==> src/rtl/core/sars_pkg.sv <==
// ----------------------------------------------------------------------------
// sars_pkg
// Shared types and codes of the segmented array range sum block.
// ----------------------------------------------------------------------------
package sars_pkg;

  localparam int CFG_INDEX_W = 1;

  localparam logic [1:0] CMD_WRITE_SLOT = 2'd0;
  localparam logic [1:0] CMD_WRITE_SIZE = 2'd1;
  localparam logic [1:0] CMD_QUERY      = 2'd2;
  localparam logic [1:0] CMD_UNUSED     = 2'd3;

  localparam logic [CFG_INDEX_W-1:0] REG_SEGMENTS_IN_USE  = 1'b0;
  localparam logic [CFG_INDEX_W-1:0] REG_SEGMENT_CAPACITY = 1'b1;

  typedef enum logic [4:0] {
    OP_NONE,
    OP_WRITE_SLOT,
    OP_WRITE_SIZE,
    OP_LOAD_QUERY,
    OP_CLAMP,
    OP_SIZE_RD_SEG,
    OP_UP_BOUNDS,
    OP_KEY_RD_P,
    OP_UP_NEXT_SEG,
    OP_UP_NEXT_SLOT,
    OP_UP_HIT,
    OP_UP_RUNEND,
    OP_SIZE_RD_S,
    OP_DN_BOUNDS,
    OP_KEY_RD_Q,
    OP_DN_PREV_SEG,
    OP_DN_PREV_SLOT,
    OP_DN_HIT,
    OP_SUM_ACC,
    OP_SUM_STEP,
    OP_SUM_SL,
    OP_SUM_SR,
    OP_OUT_FOUND,
    OP_OUT_EMPTY
  } dp_op_t;

  typedef struct packed {
    logic query_empty;
    logic seg_out;
    logic up_done;
    logic key_lt_lo;
    logic key_gt_hi;
    logic last_lt_seg;
    logic seg_even;
    logic dn_done;
    logic s_is_seg;
    logic q_le_pos;
    logic sum_more;
    logic step_out;
    logic p_ge_end;
  } dp_status_t;

endpackage

==> src/rtl/core/sars_ctrl.sv <==
// ----------------------------------------------------------------------------
// sars_ctrl
// Controller: sequences writes and the query phases (upward search, downward
// search, summing walk) and owns the result handshake.
// ----------------------------------------------------------------------------
module sars_ctrl (
  input  logic                 clk,
  input  logic                 rst,
  input  logic                 in_valid,
  output logic                 in_stall,
  input  logic [1:0]           cmd,
  output logic                 out_valid,
  input  logic                 out_stall,
  input  sars_pkg::dp_status_t status,
  output sars_pkg::dp_op_t     op
);
  import sars_pkg::*;

  typedef enum logic [16:0] {
    ST_IDLE    = 17'd1,
    ST_START   = 17'd2,
    ST_UP_SEG  = 17'd4,
    ST_UP_SIZE = 17'd8,
    ST_UP_RD   = 17'd16,
    ST_UP_CMP  = 17'd32,
    ST_UP_RUN  = 17'd64,
    ST_DN_SEG  = 17'd128,
    ST_DN_SIZE = 17'd256,
    ST_DN_RD   = 17'd512,
    ST_DN_CMP  = 17'd1024,
    ST_SUM_RD  = 17'd2048,
    ST_SUM_ACC = 17'd4096,
    ST_SUM_SL  = 17'd8192,
    ST_SUM_SR  = 17'd16384,
    ST_DONE    = 17'd32768,
    ST_EMPTY   = 17'd65536
  } state_t;

  state_t state, state_next;
  logic   out_busy;

  assign in_stall = state != ST_IDLE;
  assign out_busy = out_valid && out_stall;

  always_comb begin
    state_next = state;
    op         = OP_NONE;
    unique case (state)
      ST_IDLE: begin
        if (in_valid) begin
          unique case (cmd)
            CMD_WRITE_SLOT: op = OP_WRITE_SLOT;
            CMD_WRITE_SIZE: op = OP_WRITE_SIZE;
            CMD_QUERY: begin
              op         = OP_LOAD_QUERY;
              state_next = ST_START;
            end
            default: begin
            end
          endcase
        end
      end
      ST_START: begin
        if (status.query_empty) begin
          state_next = ST_EMPTY;
        end else begin
          op         = OP_CLAMP;
          state_next = ST_UP_SEG;
        end
      end
      ST_UP_SEG: begin
        if (status.seg_out) begin
          state_next = ST_EMPTY;
        end else begin
          op         = OP_SIZE_RD_SEG;
          state_next = ST_UP_SIZE;
        end
      end
      ST_UP_SIZE: begin
        op         = OP_UP_BOUNDS;
        state_next = ST_UP_RD;
      end
      ST_UP_RD: begin
        if (status.up_done) begin
          op         = OP_UP_NEXT_SEG;
          state_next = ST_UP_SEG;
        end else begin
          op         = OP_KEY_RD_P;
          state_next = ST_UP_CMP;
        end
      end
      ST_UP_CMP: begin
        priority if (status.key_lt_lo) begin
          op         = OP_UP_NEXT_SLOT;
          state_next = ST_UP_RD;
        end else if (status.key_gt_hi || status.last_lt_seg) begin
          state_next = ST_EMPTY;
        end else begin
          op         = OP_UP_HIT;
          state_next = status.seg_even ? ST_UP_RUN : ST_DN_SEG;
        end
      end
      ST_UP_RUN: begin
        op         = OP_UP_RUNEND;
        state_next = ST_DN_SEG;
      end
      ST_DN_SEG: begin
        op         = OP_SIZE_RD_S;
        state_next = ST_DN_SIZE;
      end
      ST_DN_SIZE: begin
        op         = OP_DN_BOUNDS;
        state_next = ST_DN_RD;
      end
      ST_DN_RD: begin
        priority if (status.dn_done && status.s_is_seg) begin
          state_next = ST_EMPTY;
        end else if (status.dn_done) begin
          op         = OP_DN_PREV_SEG;
          state_next = ST_DN_SEG;
        end else begin
          op         = OP_KEY_RD_Q;
          state_next = ST_DN_CMP;
        end
      end
      ST_DN_CMP: begin
        priority if (status.key_gt_hi) begin
          op         = OP_DN_PREV_SLOT;
          state_next = ST_DN_RD;
        end else if (status.q_le_pos) begin
          state_next = ST_EMPTY;
        end else begin
          op         = OP_DN_HIT;
          state_next = ST_SUM_RD;
        end
      end
      ST_SUM_RD: begin
        if (status.sum_more) begin
          op         = OP_KEY_RD_P;
          state_next = ST_SUM_ACC;
        end else begin
          op         = OP_SUM_STEP;
          state_next = status.step_out ? ST_DONE : ST_SUM_SL;
        end
      end
      ST_SUM_ACC: begin
        op         = OP_SUM_ACC;
        state_next = ST_SUM_RD;
      end
      ST_SUM_SL: begin
        op         = OP_SUM_SL;
        state_next = ST_SUM_SR;
      end
      ST_SUM_SR: begin
        op         = OP_SUM_SR;
        state_next = status.p_ge_end ? ST_DONE : ST_SUM_RD;
      end
      ST_DONE: begin
        if (!out_busy) begin
          op         = OP_OUT_FOUND;
          state_next = ST_IDLE;
        end
      end
      ST_EMPTY: begin
        if (!out_busy) begin
          op         = OP_OUT_EMPTY;
          state_next = ST_IDLE;
        end
      end
      default: state_next = ST_IDLE;
    endcase
  end

  always_ff @(posedge clk) begin
    if (rst) begin
      state     <= ST_IDLE;
      out_valid <= 1'b0;
    end else begin
      state <= state_next;
      if (op == OP_OUT_FOUND || op == OP_OUT_EMPTY) begin
        out_valid <= 1'b1;
      end else if (!out_stall) begin
        out_valid <= 1'b0;
      end
    end
  end

  a_load_free: assert property (@(posedge clk) disable iff (rst)
    (op == OP_OUT_FOUND || op == OP_OUT_EMPTY) |-> !out_busy)
    else $error("result loaded over one still waiting");

  a_query_start: assert property (@(posedge clk) disable iff (rst)
    (in_valid && !in_stall && cmd == CMD_QUERY) |=> state == ST_START)
    else $error("accepted query did not start");

endmodule

==> config.mk <==
export PLATFORM = sky130hd
export DESIGN_NAME = sars_ctrl
export DESIGN_NICKNAME = d
export VERILOG_FILES = /design/src/rtl/core/sars_pkg.sv /design/src/rtl/core/sars_ctrl.sv
export SDC_FILE = /design/constraint.sdc
export NUM_CORES = 1
export LEC_CHECK = 0
export BUFFER_PORTS_ARGS = -buffer_cell sky130_fd_sc_hd__buf_2
export CAP_MARGIN = 30
export CORE_UTILIZATION = 45
export CTS_CLUSTER_SIZE = 40
export DETAILED_ROUTE_END_ITERATION = 8
export PLACE_DENSITY = 0.75
export RECOVER_POWER = 50
export SYNTH_ARGS = -nofsm -noshare
export SYNTH_HDL_FRONTEND = slang
export SYNTH_SLANG_ARGS = --single-unit
==> constraint.sdc <==
create_clock -name clk -period 4.78 [get_ports clk]
set_input_delay 0.717 -clock clk [delete_from_list [all_inputs] [get_ports clk]]
set_output_delay 0.717 -clock clk [all_outputs]
set_load 0.05 [all_outputs]
==> results.md <==
* Result of the run: finished with violations
* Violated checks: DRC
* Most repeated cell in the gate-level netlist after synthesis: sky130_fd_sc_hd__nor2_1
* Gp weighted congestion at 0.953
* Number of global-route vias before repair at 1328
* Hold Fails Final Rpt at 0
* Num CTS Buffers at 3
* Worst setup EP type: primary output
* Slew of the pin with the lowest slew margin at 804 ps
* Routed wirelength normalized by instance count at 17.7 µm
* Number of input and output port buffers inserted at 25
* Worst reg2reg endpoint: state[0]
* Termination of the worst setup path: op[0]
* Cell-by-cell listing of the critical path: nor3_1, nand3_1, nor4_2, nor4_1, o2111ai_1, buf_2
* Area of the multi-input gates at 873 µm²
* Finished layout cell area at 1450 µm²
* Number of fillers in the final layout at 285
* Final setup violation count at 0
* Max cap viols at 0
* Global-route congestion overflow total at 0
* Total of warnings raised by yosys at 0
* Flop and latch count out of synthesis at 18
* Fin. max-slew vios at 0
* Stages on the worst setup path at 6
* Critical Path Source: state[13]
* Total Negative Setup Slacks at 0 ps
* Instance area at placement at 1480 µm²
* Starting Density at 0.486
* Remaining DRCs at 4
* Crit Path Max Fanout at 8
* Crit path buffers/inverters at 1
* Number of antenna violations at the first check in global routing at 0
* Post-DR vias/cell at 6.52
* Clk sinks at 18
* Worst setup slack before clock tree synthesis at 1800 ps
* CTS tree: yes
* Pin count of the biggest net entering global routing at 19
* Number of instances in the synthesized netlist at roughly 160
* Clk Tree Root Cell: sky130_fd_sc_hd__clkbuf_4
* Cell with the biggest individual delay on the critical path: sky130_fd_sc_hd__nor3_1
* Slew headroom at 0.460
* Number of setup buffers added after CTS at 0
* Worst skew pair latency at 290 ps
* Wire length of the first global-routing pass at 6350 µm
* Synthesized area per cell at 8.32 µm²
* Initial detailed-routing violation count at 95
* Overall power after layout at ~280 µW
* Skew final at 4.06 ps
* Sum of net half-perimeters after detailed placement at 2970 µm
* Final Critical Period at ~3600 ps
* Sequential cell area at 360 µm²
* Ratio of cells with drive above 1 in the final layout at 0.204
* LEAKAGE at 0.000555 µW
* Number of distinct library cells after synthesis at 47
* Die area at between 3000 and 4000 µm²
* Share of synthesized area occupied by flip-flops and latches at 0.264
* Fin nets at 208
* Top cells by count, synth: sky130_fd_sc_hd__nor2_1, sky130_fd_sc_hd__dfxtp_1, sky130_fd_sc_hd__nand2_1, sky130_fd_sc_hd__a21oi_1, sky130_fd_sc_hd__o21ai_0
* H-tree depth reported by CTS at 1
* Power density over the cells at 197 nW/µm²
* Overall Global Routing Usage at 0.247
* Worst Path Class, Setup: reg -> out
* Post-cts hold buffer count at 0
* Syn-to-layout area delta at 6.24%
* Number of gates resized after cts at 0
* Horiz. Die Dim at 57.1 µm
* Kind of cell adding the most delay to the critical path: simple AND/OR/NAND/NOR gates
* Post-Synthesis Cell Area at 1360 µm²
* Startpoint of the worst register-to-register path: state[0]
* Maximum buffer depth of the clock tree at 2
* Number of nets in the synthesized netlist at 184
* WP data required at a little over 4000 ps
* F_max at between 200 and 300 MHz
* Reg2Reg Depth at 5
* Setup repair after global routing missed its margin: no
* Row count at 19
* Chip height at 57.1 µm
* Max rail drop VDD at 0.106 mV
* Final hold slack at 598 ps
* Number of placed I/O pins at 26
* PnR worst setup slack at 1190 ps
* CP max stage delay at approximately 680 ps
* Yosys top cell area share at 0.264
* Placeable Area at roughly 2800 µm²
* Most area-hungry cell type in the Yosys netlist: sky130_fd_sc_hd__dfxtp_1
* Data arrival at the endpoint of the critical path at 2880 ps
* Largest cells by area after synthesis: sky130_fd_sc_hd__dfxtp_1, sky130_fd_sc_hd__nor2_1, sky130_fd_sc_hd__nor4_4, sky130_fd_sc_hd__nor4_1, sky130_fd_sc_hd__a21oi_1
* First-pass detailed-route iteration total at 7
* Clock-pin slew of the registers on the worst-case setup and hold paths at ~110 ps
* Antenna viol nets, final at 0
* Setup slack, reg-to-reg at 2200 ps
* Asr flop ratio synth at 0
* Hold crit path type: in -> reg
* Diode count at 0
* Most used DFF post-synth: sky130_fd_sc_hd__dfxtp_1
* Critical path startpoint category: flip-flop
* Vias at approximately 1400
* Final cycle utilization of the critical path at 0.752
* Number of enable-type register cells in the synthesized netlist at 0
* Total length of routed wires at between 3000 and 4000 µm
-- registers in the layout, indices dropped and copies added (netlist names) --
register   count
state         17
out_valid      1
-- cell families (layout without fill, tap and decap cells) --
group / count (synthesis) / in the layout / share of synthesized area
AO/OA/AOI/OAI: 37 / 37 / 0.182
flip-flops: 18 / 18 / 0.264
adder cells (fa/ha/maj): 1 / 1 / 0.00917
AND/OR/NAND/NOR: 91 / 91 / 0.466
XOR/XNOR: 3 / 3 / 0.0193
buffers and inverters: 14 / 36 / 0.0596
-- per-layer routing --
layer,part of all wire,up-vias,track usage
met5,0,-,0
met4,0.023,0,0.0767
met3,0.089,10,0.0476
met2,0.45,78,0.398
met1,0.44,650,0.335
li1,-,676,-
-- worst reg2reg max path, cell delays in order (launching register included) --
cell	delay (ps)
sky130_fd_sc_hd__dfxtp_1	410
sky130_fd_sc_hd__nor4_4	490
sky130_fd_sc_hd__nand3_1	320
sky130_fd_sc_hd__nor4_1	730
sky130_fd_sc_hd__nor4_1	170
sky130_fd_sc_hd__a311o_1	360
-- metrics by stage --
step,utilization,std cells
floorplan,-,164
global placement,0.526,214
detailed placement,0.526,214
CTS,0.534,217
global route,0.517,217
finish,0.517,217
-- power by group --
part	switching (µW)	internal, µW	total, µW
clock	47.0	29.2	76.2
combinational	35.7	18.0	53.7
sequential	3.51	151	155
-- layout by cell type (no fill, tap or decap), types with 5 or more instances in the layout --
cell                        n
sky130_fd_sc_hd__buf_2     24
sky130_fd_sc_hd__nor2_1    20
sky130_fd_sc_hd__dfxtp_1   18
sky130_fd_sc_hd__nand2_1   11
sky130_fd_sc_hd__nor4_1    10
sky130_fd_sc_hd__o21ai_0    9
sky130_fd_sc_hd__a21oi_1    9
sky130_fd_sc_hd__inv_1      8
sky130_fd_sc_hd__nand4_1    7
sky130_fd_sc_hd__nand3_1    7
sky130_fd_sc_hd__a211oi_1   5
-- final cells by class --
class / count / share of cell area
Clock buffer: 3 / 0.0155
Inverter: 8 / 0.0207
Multi-Input combinational cell: 132 / 0.603
Sequential cell: 18 / 0.249
Tap cell: 31 / 0.0268
Timing Repair Buffer: 25 / 0.0855
-- how the worst min path moves through the flow --
stage	start	endpoint	slack [ps]	depth (start not counted)
after floorplan	state[14]	state[14]	530	2
after global placement	out_valid	out_valid	580	2
after detailed placement	out_valid	out_valid	600	2
after CTS	status[1]	state[13]	590	2
after global routing	status[1]	state[13]	590	2
final	status[1]	state[13]	600	2
Note: power is estimated with default switching activity, not from simulation.
